--- src/sv/bpq_meta.sv ---
`default_nettype none
module bpq_meta #(
  parameter int DEPTH = 64,
  parameter int AW    = 6,
  parameter int HW    = 6,
  parameter int FW    = 7
) (
  input  wire logic          clk,
  input  wire logic          rst,
  input  wire logic          clr,
  input  wire logic [AW-1:0] raddr,
  output logic      [HW-1:0] rhead,
  output logic      [FW-1:0] rfill,
  input  wire logic          we,
  input  wire logic [AW-1:0] waddr,
  input  wire logic [HW-1:0] whead,
  input  wire logic [FW-1:0] wfill
);

  logic [HW-1:0]    mem_head [DEPTH];
  logic [FW-1:0]    mem_fill [DEPTH];
  logic [DEPTH-1:0] valid;
  logic [HW-1:0]    head_q;
  logic [FW-1:0]    fill_q;
  logic             valid_q;

  // write port
  always_ff @(posedge clk) begin
    if (we) begin
      mem_head[waddr] <= whead;
      mem_fill[waddr] <= wfill;
    end
  end

  // track written entries; unwritten ones read as zero
  always_ff @(posedge clk) begin
    if (rst || clr) begin
      valid   <= '0;
      valid_q <= 1'b0;
    end else begin
      if (we) valid[waddr] <= 1'b1;
      valid_q <= valid[raddr];
    end
  end

  // registered read
  always_ff @(posedge clk) begin
    head_q <= mem_head[raddr];
    fill_q <= mem_fill[raddr];
  end

  assign rhead = valid_q ? head_q : '0;
  assign rfill = valid_q ? fill_q : '0;

endmodule
`default_nettype wire

--- config.mk ---
export PLATFORM = sky130hd
export DESIGN_NAME = bpq_meta
export DESIGN_NICKNAME = d
export VERILOG_FILES = /design/src/sv/bpq_meta.sv
export SDC_FILE = /design/constraint.sdc
export NUM_CORES = 1
export LEC_CHECK = 0
export BUFFER_PORTS_ARGS = -buffer_cell sky130_fd_sc_hd__buf_2
export CAP_MARGIN = 5
export CORE_MARGIN = 2
export CORE_UTILIZATION = 45
export CTS_CLUSTER_SIZE = 12
export DETAILED_ROUTE_END_ITERATION = 7
export SLEW_MARGIN = 15
export SYNTH_ARGS = -nofsm -noshare
export SYNTH_HDL_FRONTEND = slang
export SYNTH_SLANG_ARGS = --single-unit
--- constraint.sdc ---
create_clock -name clk -period 2.4 [get_ports clk]
set_input_delay 0.36 -clock clk [delete_from_list [all_inputs] [get_ports clk]]
set_output_delay 0.36 -clock clk [all_outputs]
set_load 0.01 [all_outputs]
Word-level counts from Yosys, hierarchy flattened
Memories as Yosys holds them, arrays and structs flattened. A register that Yosys moved wholly into a read port is not among the register bits.
Cells that the tools add are included.

storage, ports and cells
  register bits = 65
  RAM bits = 832
  output and inout port bits = 13
  logic and storage cells = 18
  memories kept = 2

memories
  memory    words  bits a word  rd ports  clocked after Yosys merged registers in  wr ports  line  source
  mem_fill  64     7            1         1                                        1         21    logic [FW-1:0] mem_fill [DEPTH];
  mem_head  64     6            1         1                                        1         20    logic [HW-1:0] mem_head [DEPTH];

cells by class
  magnitude comparators = 3
  muxes and demuxes = 8
  bitwise operators = 1
  reduce and logical (&&, ||, !) cells = 2

operators with widths
  kind                count
  $or 64x64->64       1
  $lt 6x7->1 const B  2
  $mux 7              1
  $bmux 1 s6          1
  $demux 1 s6         1
  $ge 6x1->1 const B  1
  $mux 6              1
  $mux 1              4
  $logic_and 1x1->1   1
  $logic_or 1x1->1    1

Longest topological paths before layout
Gate-level depths: netlist of run 1.

  word-level depth = 5
  depth in mapped cells = 9

Least setup slack after synthesis of run 1
OpenSTA, ideal clock, no wires.

  kind = input to register
  start point = input waddr[4]
  end point = memory mem_fill[16][0] (enable)
  arrival time = 1.797 ns
  slack = 0.219 ns
  cell stages on the path = 4
  cell sequence = clkbuf_1 -> or3b_2 -> clkbuf_1 -> nor2_1

RTL lines
  what         line  source
  from (decl)  15    input wire logic [AW-1:0] waddr,
  to (decl)    21

Straight into the memory's write port.

==> out/metrics.yaml, run 1 <==
run:
  maxCapViolCount: 0
sta:
  grt_setup_unrepaired: "false"
  setup_viol: 0
  hold_ws_ns: 0.0423
  post-route-period-util_pct: 82.8
  fin_ws_ns: 0.412
  skew_ns: 0.0231
  post-route-min-period_ns: 1.99
  finalMaxSlewViolations: 0
  hold_violations: 0
  slew_headroom_pct: 41.1
  max_clock_freq_mhz: 503
  worstMarginPinSlew_ns: 0.883
power:
  total_leakage_power_nw: 13.4
  p_int_mw: 26.1
  vdd_drop_max_mv: 0.598
  cellPowerDensity_nw_per_um2: 806
  clkPwrFrac_pct: 41.4
  p_switching_mw: 6.88
  p_comb_share_pct: 5.6
  swShare_pct: 20.9
  p_seq_share_pct: 53.1
setup_path:
  end_kind: "flop"
  cp_slowest_cell: "mux4_2"
  cp.arrival_ns: 2.52
  crit_cells: 6
  path_max_fanout: 1
  criticalPathCategory: "reg2reg"
  path_cells: "mux4_2 -> or3b_1 -> o31ai_1 -> buf_4 -> nor4_1 -> a211o_1"
  crit_family: "multiplexers"
  rr_worst_depth: 6
  crit_buf_inv: 1
  slowest_delay_ns: 0.50
  cp.required_ns: 2.93
  startpoint_type: "flop"
logic_synthesis:
  netlist_instances: 1629
  synth_area_leaders: "edfxtp_1 72%, mux4_2 15%, dfxtp_1 4.5%"
  syn_area_per_cell_sq_um: 21.3
  synth_cell_types: 45
  yosysTopAreaCellShare_pct: 71.9
  yosysTopAreaCell: "edfxtp_1"
  synth_edf_count: 832
  ys_warn_count: 0
  async_reset_ff_share_pct: 0
  yosysSeqAreaShare_pct: 76.4
  ys.flop_type: "edfxtp_1"
  syn_area_sq_um: 34700
  syn-num-nets: 1658
  ys_ff_latch: 910
final_layout:
  fillCellCount: 5831
  drive_gt1_share_pct: 32.5
  num-nets-final: 1957
  area_growth_pct: 17.7
floorplan:
  num_rows: 101
  core_sq_um: 76200
  start_util_pct: 45.6
  die_x_microns: 282
  die_y_microns: 282
  io_pins: 42
  die_area_sq_um: 79400
clocking:
  cts_resized: 0
  numCtsBuffers: 93
  cts.sinks: 910
  clockBufferDepth: 3
  h-tree-depth: 3
  cts-root-buf: "clkbuf_16"
  post_cts_buffers: 0
  ctsHoldBuffers: 0
  path_clk_slew_ns: 0.06
  cts_tree: "done"
  clk-insertion-delay-late_ns: 0.64
drt:
  drt-pass1-iter-count: 5
  routedWlPerCell_microns: 28.5
  drt_wl_total_microns: 86300
  vias: 17583
  routed_via_density: 5.80
  ant_nets: 0
  drc: 0
  drtIter0Drc: 1873
status:
  status: "finished clean"
grt:
  grt_max_degree: 65
  grt_overflow: 0
  antenna_found_initial: 4
  grt_pass1_wl_microns: 125000
  grt_usage_pct: 22.2
  grt_pass1_vias: 17819
placement:
  pre_cts_slack_ns: -0.127
  hpwl_microns: 54700
  place.gp.congestion: 0.860
  io_buffers: 41
hold_path:
  holdPathStages: 1
  hp-class: "in2reg"
[area by class of cell]
type / count / area, sq um / area share (%)
Tap cell: 1030 / 1290 / 3.15
Timing Repair Buffer: 293 / 2470 / 6.05
Clock inverter: 23 / 179 / 0.438
Multi-Input combinational cell: 630 / 7690 / 18.8
Antenna cell: 1 / 2.50 / 0.00612
Clock buffer: 144 / 2680 / 6.57
Sequential cell: 910 / 26500 / 65.0
[layer usage]
metal	part of all wire [%]	global-route usage (%)	wire length, microns
met5	0	0	0
met4	2.8	7.77	2400
met3	8.0	4.38	6920
met2	47	34.2	40100
met1	43	31.9	36800
[cells in the mapped netlist, drive strengths merged (2+ instances only)]
master   number
o31ai         3
nor2         77
o221ai        9
o2111ai       7
mux2i        41
mux4        224
nor2b        14
or3           3
o22a          4
and2         16
clkbuf       38
dfxtp        78
nand3         5
or2           2
buf          51
a21oi        22
o21a         64
nand3b        4
or3b          4
o21ai        14
a22oi        31
nand4         2
mux2          7
a211o         5
nor3          4
edfxtp      832
a22o          7
nor4          3
nand2b        5
a21boi        5
o22ai        10
nand2        32
[flip-flops by register name (all words and copies together) (netlist names)]
| name | count |
|---|---|
| fill_q | 7 |
| head_q | 6 |
| mem_fill | 448 |
| mem_head | 384 |
| valid | 64 |
| valid_q | 1 |
[per-stage QoR]
step / utilization (%) / cell area [sq um] / power, mW / cells / setup TNS, ns
2_1_floorplan: - / 34700 / 18.7 / 1629 / 0
3_3_place_gp: 49.9 / 38000 / 19.6 / 2863 / -0.285
3_5_place_dp: 49.9 / 38000 / 19.7 / 2863 / -0.265
4_1_cts: 53.6 / 40900 / 33.2 / 3030 / 0
5_1_grt: 53.6 / 40900 / 33.9 / 3030 / 0
6_report: 53.6 / 40900 / 32.9 / 3031 / 0
[worst paths after layout]
| kind | start | endpoint | slack, ns |
|---|---|---|---|
| hold reg to reg | valid[50] | valid[50] | 0.46 |
| hold / removal | whead[0] | mem_head[21][0] | 0.04 |
| setup / recovery | mem_fill[39][5] | fill_q[5] | 0.41 |
| setup reg to reg | mem_fill[39][5] | fill_q[5] | 0.41 |
[cell usage in the layout (no fill, tap or decap), types with 7 or more instances in the layout]
| cell | synthesis | final |
|---|---|---|
| dfxtp_1 | 78 | 78 |
| clkinv_2 | 0 | 10 |
| nor2_1 | 77 | 76 |
| o21a_1 | 64 | 64 |
| mux2_2 | 7 | 7 |
| nand2_1 | 32 | 32 |
| clkbuf_16 | 0 | 96 |
| mux2i_1 | 41 | 41 |
| o2111ai_1 | 7 | 7 |
| clkbuf_8 | 0 | 10 |
| buf_2 | 15 | 38 |
| and2_1 | 16 | 16 |
| buf_12 | 0 | 28 |
| a21oi_1 | 22 | 22 |
| o21ai_0 | 12 | 12 |
| mux4_2 | 224 | 224 |
| nor2b_1 | 14 | 13 |
| clkbuf_1 | 37 | 38 |
| o22ai_1 | 10 | 10 |
| clkinv_1 | 0 | 7 |
| a22oi_1 | 31 | 31 |
| a22o_1 | 7 | 7 |
| buf_4 | 7 | 224 |
| edfxtp_1 | 832 | 832 |
| o221ai_1 | 9 | 9 |
[power groups by stage]
stage / Combinational, mW / Clock [mW] / Sequential, mW
6_report: 1.83 / 13.6 / 17.5
5_1_grt: 1.95 / 14.5 / 17.5
4_1_cts: 1.85 / 13.9 / 17.5
3_5_place_dp: 1.84 / 0 / 17.8
3_3_place_gp: 1.82 / 0 / 17.8
2_1_floorplan: 0.886 / 0 / 17.8
[worst reg2reg max path: stages (launching register included)]
cell	delay [ns]
edfxtp_1	0.37
mux4_2	0.50
or3b_1	0.38
o31ai_1	0.07
buf_4	0.16
nor4_1	0.09
a211o_1	0.31
[kinds of logic (layout without fill, tap and decap cells)]
| logic type | count (synthesis) | after routing | synth area share, % |
|---|---|---|---|
| flops | 910 | 910 | 76.4 |
| mux | 272 | 272 | 15.9 |
| compound gates | 186 | 186 | 3.85 |
| simple gates | 172 | 172 | 2.33 |
| buf+inv | 89 | 460 | 1.44 |
| other cells | 0 | 1 | 0 |
No activity file was read; power rests on OpenSTA's default activity.
==> run 2: changes to the inputs <==
Settings changed: ABC_AREA from default to 1.
Clock period 2.4 ns to 2 ns, I/O delays scaled along.
==> run 2 against run 1 <==
Compared with the run above:
- critical path depth down 3
- global-route usage up 2.9 points
- non-clock buffer count down 58
- sequential power up 20%
- sequential cell count unchanged
- first-iteration DRC count up 57%
- routed wire length up 21%
- highest routed layer is now met5
==> out/metrics.yaml, run 2 <==
placement:
  io_buffers: 41  # unchanged
  place_inst: 4303  # was 2863
  place.gp.congestion: 0.883  # was 0.860
  hpwl_microns: 62900  # was 54700 microns
  post_dp_cell_area_sq_um: 39500  # was 38000 sq um
final_layout:
  fillCellCount: 6880  # was 5831
  mostFrequentLayoutCells: "888 x nand2_1, 832 x edfxtp_1, 574 x nand3_1"  # was 832 x edfxtp_1, 224 x mux4_2, 224 x buf_4
  seq_area_sq_um: 26500  # about the same
  final_area_sq_um: 42400  # was 40900 sq um
  area_growth_pct: 15.7  # was 17.7%
  num-nets-final: 3367  # was 1957
  layout.cells.most_common: "nand2_1"  # was edfxtp_1
  largest_reg_flops: 448  # unchanged
  drive_gt1_share_pct: 10.5  # was 32.5%
  antenna_cells: 0  # was 1
  multiInputGateArea_sq_um: 8650  # was 7690 sq um
  post-route-util_pct: 52.6  # was 53.6%
  regMostFlops: "mem_fill"  # unchanged
  largestRegisters: "mem_fill x448, mem_head x384, valid x64"  # unchanged
  final_cells: 4475  # was 3031
clocking:
  clockBufferDepth: 3  # unchanged
  post_cts_buffers: 0  # unchanged
  cts-root-buf: "clkbuf_16"  # unchanged
  cts_tree: "done"  # unchanged
  clk-insertion-delay-late_ns: 0.65  # was 0.64 ns
  numCtsBuffers: 93  # unchanged
  cts.sinks: 910  # unchanged
  h-tree-depth: 3  # unchanged
  ctsHoldBuffers: 0  # unchanged
  path_clk_slew_ns: 0.06  # about the same
setup_path:
  timing.critical_path.to: "rhead[1]"  # was fill_q[5]
  cp.arrival_ns: 1.63  # was 2.52 ns
  r2r_end: "fill_q[4]"  # was fill_q[5]
  rr_startpoint: "mem_fill[61][4]"  # was mem_fill[39][5]
  rr_worst_depth: 8  # was 6
  startpoint: "valid_q"  # was mem_fill[39][5]
  end_kind: "output pin"  # was flop
  startpoint_type: "flop"  # unchanged
  path_max_fanout: 13  # was 1
  ff2ff_setup_slack_ns: 0.42  # was 0.41 ns
  cp.required_ns: 1.70  # was 2.93 ns
  criticalPathCategory: "reg2out"  # was reg2reg
logic_synthesis:
  netlist_instances: 3209  # was 1629
  yosysTopAreaCell: "edfxtp_1"  # unchanged
  async_reset_ff_share_pct: 0  # unchanged
  synth_cell_types: 21  # was 45
  ys.flop_type: "edfxtp_1"  # unchanged
  synth.most_common_cell: "nand2_1"  # was edfxtp_1
  ys_warn_count: 0  # unchanged
  yosysTopAreaCellShare_pct: 68.2  # was 71.9%
  synth_area_leaders: "edfxtp_1 68%, nand2_1 9.1%, nand3_1 7.8%"  # was edfxtp_1 72%, mux4_2 15%, dfxtp_1 4.5%
  syn_area_sq_um: 36600  # was 34700 sq um
  syn-num-nets: 3238  # was 1658
  ys_top_cells_by_count: "888 x nand2_1, 832 x edfxtp_1, 574 x nand3_1"  # was 832 x edfxtp_1, 224 x mux4_2, 78 x dfxtp_1
  synth_edf_count: 832  # unchanged
  ys_ff_latch: 910  # unchanged
  syn_area_per_cell_sq_um: 11.4  # was 21.3 sq um
  yosysSeqAreaShare_pct: 72.5  # was 76.4%
power:
  p_int_mw: 31.1  # was 26.1 mW
  vdd_drop_max_mv: 0.794  # was 0.598 mV
  swShare_pct: 22.6  # was 20.9%
  p_comb_share_pct: 6.9  # was 5.6%
  cellPowerDensity_nw_per_um2: 947  # was 806 nW/um^2
  finalPower_mw: 40.1  # was 32.9 mW
  p_switching_mw: 9.08  # was 6.88 mW
  total_leakage_power_nw: 15.4  # was 13.4 nW
  p_seq_share_pct: 52.2  # was 53.1%
  clkPwrFrac_pct: 40.9  # was 41.4%
grt:
  grt_overflow: 0  # unchanged
  grt_pass1_wl_microns: 155000  # was 125000 microns
  grt_pass1_vias: 23891  # was 17819
  grt_usage_pct: 25.1  # was 22.2%
  antenna_found_initial: 1  # was 4
  grt_max_degree: 101  # was 65
sta:
  max_clock_freq_mhz: 517
  post-route-min-period_ns: 1.93
  worstMarginPinSlew_ns: 0.944  # was 0.883 ns
  skew_ns: 0.0304  # was 0.0231 ns
  finalMaxSlewViolations: 0  # unchanged
  grt_setup_unrepaired: "false"  # unchanged
  slew_headroom_pct: 37.1  # was 41.1%
  setup_viol: 0  # unchanged
  hold_ws_ns: 0.138  # was 0.0423 ns
  hold_violations: 0  # unchanged
  post-route-period-util_pct: 96.7
drt:
  ant_nets: 0  # unchanged
  routed_via_density: 5.62  # was 5.80
  drtIter0Drc: 2941  # was 1873
  drt-pass1-iter-count: 6  # was 5
  drt_wl_total_microns: 105000  # was 86300 microns
  vias: 25136  # was 17583
  drc: 0  # unchanged
  routedWlPerCell_microns: 23.4  # was 28.5 microns
hold_path:
  hp-class: "in2reg"  # unchanged
run:
  maxCapViolCount: 0  # unchanged
status:
  status: "finished clean"  # unchanged
floorplan:
  die_x_microns: 289  # was 282 microns
  start_util_pct: 45.5  # was 45.6%
  io_pins: 42  # unchanged
  die_area_sq_um: 83700  # was 79400 sq um
  num_rows: 104  # was 101
  die_y_microns: 289  # was 282 microns
  core_sq_um: 80500  # was 76200 sq um
-- run 2: how the worst min path moves through the flow --
stage	start	cells past startpoint	to	slack [ns]
final	whead[2]	2	mem_head[63][2]	0.14
after global routing	whead[2]	2	mem_head[63][2]	0.14
after CTS	raddr[5]	4	head_q[2]	0.13
after detailed placement	valid[19]	2	valid[19]	0.46
after global placement	valid[26]	2	valid[26]	0.45
after floorplan	wfill[0]	0	mem_fill[0][0]	0.40
-- run 2: per-stage QoR --
| stage | setup TNS (ns) | setup WS [ns] |
|---|---|---|
| floorplan | 0 | 0.337 |
| global placement | -0.407 | -0.182 |
| detailed placement | -0.309 | -0.114 |
| CTS | 0 | 0.0400 |
| global route | 0 | 0.0236 |
| finish | 0 | 0.0665 |
-- run 2: cell type report --
type                       count  share of cell area [%]
sequential                   910                    62.6
multi-input combinational   2014                    20.4
clock buffer                 156                    6.43
timing repair buffer         235                    6.33
tap                         1060                    3.13
inverter                      84                   0.779
clock inverter                16                   0.295
-- run 2: cells by family after synthesis --
kind of cell,share of synthesized area (%)
DFF,72.5
buffers and inverters,3.93
and+or+nand+nor,20.1
AOI/OAI and AO/OA,3.52
-- run 2: layer usage --
metal  part of all wire (%)  global-route usage (%)  up-vias
met3                    7.2                    4.17      207
li1                       -                       -    11448
met2                     47                    39.8     1036
met4                    4.5                    10.4        2
met1                     41                    34.7    12443
met5                  0.015                       0        -
-- run 2: timing repair --
action / in CTS / in global routing
hold endpoints to repair: 0 / 0
resized for setup: 1 / 0
endpoints found under the setup margin: 13 / 0
-- run 2: power groups by stage --
| stage | combinational [mW] | clock [mW] | sequential (mW) |
|---|---|---|---|
| after floorplan | 1.37 | 0 | 21.3 |
| after global placement | 2.72 | 0 | 21.4 |
| after detailed placement | 2.74 | 0 | 21.4 |
| after CTS | 2.75 | 16.6 | 21.0 |
| after global routing | 2.96 | 17.4 | 21.0 |
| final | 2.77 | 16.4 | 21.0 |
-- run 2: worst max-delay path: stages, from the launching register on --
cell	delay (ns)
dfxtp_2	0.53
nand2_1	0.23
inv_1	0.09
buf_2	0.13
==> run 3: changes to the inputs <==
Settings changed: CORE_MARGIN 2 to 3.
==> run 3 against run 2 <==
Compared with the run above:
- register-to-register slack worse by 0.06 ns
- first-iteration DRC count down 13%
- sequential cell count unchanged
- clock-buffer cell count down 8
- via count down 0.22%
- sequential share of layout area down 0.24 points
- critical endpoint is now rfill[2]
- largest power group unchanged
- highest routed layer is now met4
==> out/metrics.yaml, run 3 (synthesized netlist as in run 2, its figures left out) <==
grt:
  grt_pass1_wl_microns: 155000  # about the same
  grt_usage_pct: 24.1  # was 25.1%
  grt_overflow: 0  # unchanged
  grt_max_degree: 67  # was 101
  antenna_found_initial: 3  # was 1
  grt_pass1_vias: 24339  # was 23891
setup_path:
  startpoint_type: "flop"  # unchanged
  criticalPathCategory: "reg2out"  # unchanged
  end_kind: "output pin"  # unchanged
  rr_worst_depth: 8  # unchanged
  ff2ff_setup_slack_ns: 0.36  # was 0.42 ns
  r2r_end: "fill_q[2]"  # was fill_q[4]
  cp.arrival_ns: 1.58  # was 1.63 ns
  rr_startpoint: "mem_fill[37][2]"  # was mem_fill[61][4]
  cp.required_ns: 1.70  # about the same
  path_max_fanout: 13  # unchanged
sta:
  finalMaxSlewViolations: 0  # unchanged
  worstMarginPinSlew_ns: 0.882  # was 0.944 ns
  max_clock_freq_mhz: 532  # was 517 MHz
  hold_ws_ns: 0.0896  # was 0.138 ns
  skew_ns: 0.0334  # was 0.0304 ns
  post-route-period-util_pct: 94.0  # was 96.7%
  slew_headroom_pct: 41.2  # was 37.1%
  post-route-min-period_ns: 1.88  # was 1.93 ns
  grt_setup_unrepaired: "false"  # unchanged
  setup_viol: 0  # unchanged
  hold_violations: 0  # unchanged
power:
  finalPower_mw: 40.5  # was 40.1 mW
  vdd_drop_max_mv: 0.770  # was 0.794 mV
  total_leakage_power_nw: 15.4  # about the same
  cellPowerDensity_nw_per_um2: 951  # was 947 nW/um^2
drt:
  drtIter0Drc: 2557  # was 2941
  ant_nets: 0  # unchanged
  routedWlPerCell_microns: 23.0  # was 23.4 microns
  routed_via_density: 5.60  # was 5.62
  drt_wl_total_microns: 103000  # was 105000 microns
  vias: 25081  # was 25136
  drc: 0  # unchanged
  drt-pass1-iter-count: 6  # unchanged
placement:
  place.gp.congestion: 0.890  # was 0.883
  hpwl_microns: 61500  # was 62900 microns
  post_dp_cell_area_sq_um: 39600  # was 39500 sq um
  io_buffers: 41  # unchanged
clocking:
  cts.sinks: 910  # unchanged
  h-tree-depth: 3  # unchanged
  ctsHoldBuffers: 0  # unchanged
  clk-insertion-delay-late_ns: 0.67  # was 0.65 ns
  path_clk_slew_ns: 0.06  # about the same
  numCtsBuffers: 94  # was 93
  post_cts_buffers: 0  # unchanged
  cts_resized: 0  # was 1
  clockBufferDepth: 3  # unchanged
  cts_tree: "done"  # unchanged
  cts-root-buf: "clkbuf_16"  # unchanged
hold_path:
  worstHoldEndpoint: "head_q[3]"  # was mem_head[63][2]
  hp-class: "in2reg"  # unchanged
  hold_start: "raddr[4]"  # was whead[2]
  holdPathStages: 4  # was 2
final_layout:
  final_area_sq_um: 42600  # was 42400 sq um
  num-nets-final: 3369  # was 3367
  drive_gt1_share_pct: 10.7  # was 10.5%
  largestRegisters: "mem_fill x448, mem_head x384, valid x64"  # unchanged
  mostFrequentLayoutCells: "888 x nand2_1, 832 x edfxtp_1, 574 x nand3_1"  # unchanged
  fillCellCount: 6832  # was 6880
  area_growth_pct: 16.1  # was 15.7%
  post-route-util_pct: 52.8  # was 52.6%
  regMostFlops: "mem_fill"  # unchanged
  largest_reg_flops: 448  # unchanged
  layout.cells.most_common: "nand2_1"  # unchanged
floorplan:
  die_x_microns: 291  # was 289 microns
  io_pins: 42  # unchanged
  start_util_pct: 45.5  # unchanged
  die_y_microns: 291  # was 289 microns
  num_rows: 104  # unchanged
  die_area_sq_um: 84900  # was 83700 sq um
  core_sq_um: 80500  # unchanged
status:
  status: "finished clean"  # unchanged
run:
  maxCapViolCount: 0  # unchanged
-- run 3: cell count changes in the layout (fill, tap and decap cells not counted), moves of 2 or more --
cell / delta
buf_12: +3
buf_4: -2
clkbuf_1: -10
clkbuf_8: +2
clkinv_1: +5
inv_6: -3
clkinv_2: +3
clkinv_8: +4
diode_2: +3
-- run 3: worst max-delay path by stage --
| stage | start | to | slack, ns | cells past startpoint |
|---|---|---|---|---|
| floorplan | waddr[3] | mem_fill[56][0] | 0.34 | 4 |
| global placement | raddr[0] | head_q[2] | -0.16 | 10 |
| detailed placement | raddr[0] | head_q[2] | -0.16 | 10 |
| CTS | valid_q | rfill[2] | 0.09 | 4 |
| global route | valid_q | rfill[6] | 0.05 | 4 |
| finish | valid_q | rfill[2] | 0.12 | 4 |
-- run 3: critical path: stages, from the launching register on --
cell     delay [ns]
dfxtp_1        0.31
buf_4          0.21
nand2_1        0.18
inv_1          0.09
buf_2          0.14
-- run 3: cell type report --
class / count / area [sq um] / area share, %
flip-flops and latches: 910 / 26500 / 62.4
clock buffers: 148 / 2720 / 6.39
diodes: 3 / 7.51 / 0.0176
well taps: 1060 / 1330 / 3.12
clock inverters: 27 / 246 / 0.579
inverters: 84 / 330 / 0.776
multi-input cells: 2014 / 8650 / 20.3
repair buffers: 236 / 2730 / 6.41
-- run 3: report_power, final --
| part | switching [mW] | total (mW) | internal [mW] | leakage, nW |
|---|---|---|---|---|
| logic | 1.94 | 2.73 | 0.793 | 5.88 |
| clock network | 7.18 | 16.8 | 9.60 | 1.44 |
| registers | 0.0615 | 21.0 | 20.9 | 8.12 |
| total | 9.17 | 40.5 | 31.3 | 15.4 |
-- run 3: routing by layer --
| layer | up-vias | share of wire [%] | global-route usage, % |
|---|---|---|---|
| li1 | 11460 | - | - |
| met1 | 12275 | 40 | 32.4 |
| met2 | 1121 | 48 | 39.1 |
| met3 | 225 | 7.8 | 4.21 |
| met4 | 0 | 4.2 | 9.66 |
| met5 | - | 0 | 0 |
-- run 3: per-stage QoR --
stage                     setup TNS, ns  instances  setup slack [ns]
final                                 0       4482             0.121
after global routing                  0       4479            0.0488
after CTS                             0       4479            0.0860
after detailed placement         -0.627       4304            -0.164
after global placement           -0.617       4304            -0.157
after floorplan                       0       3209             0.337
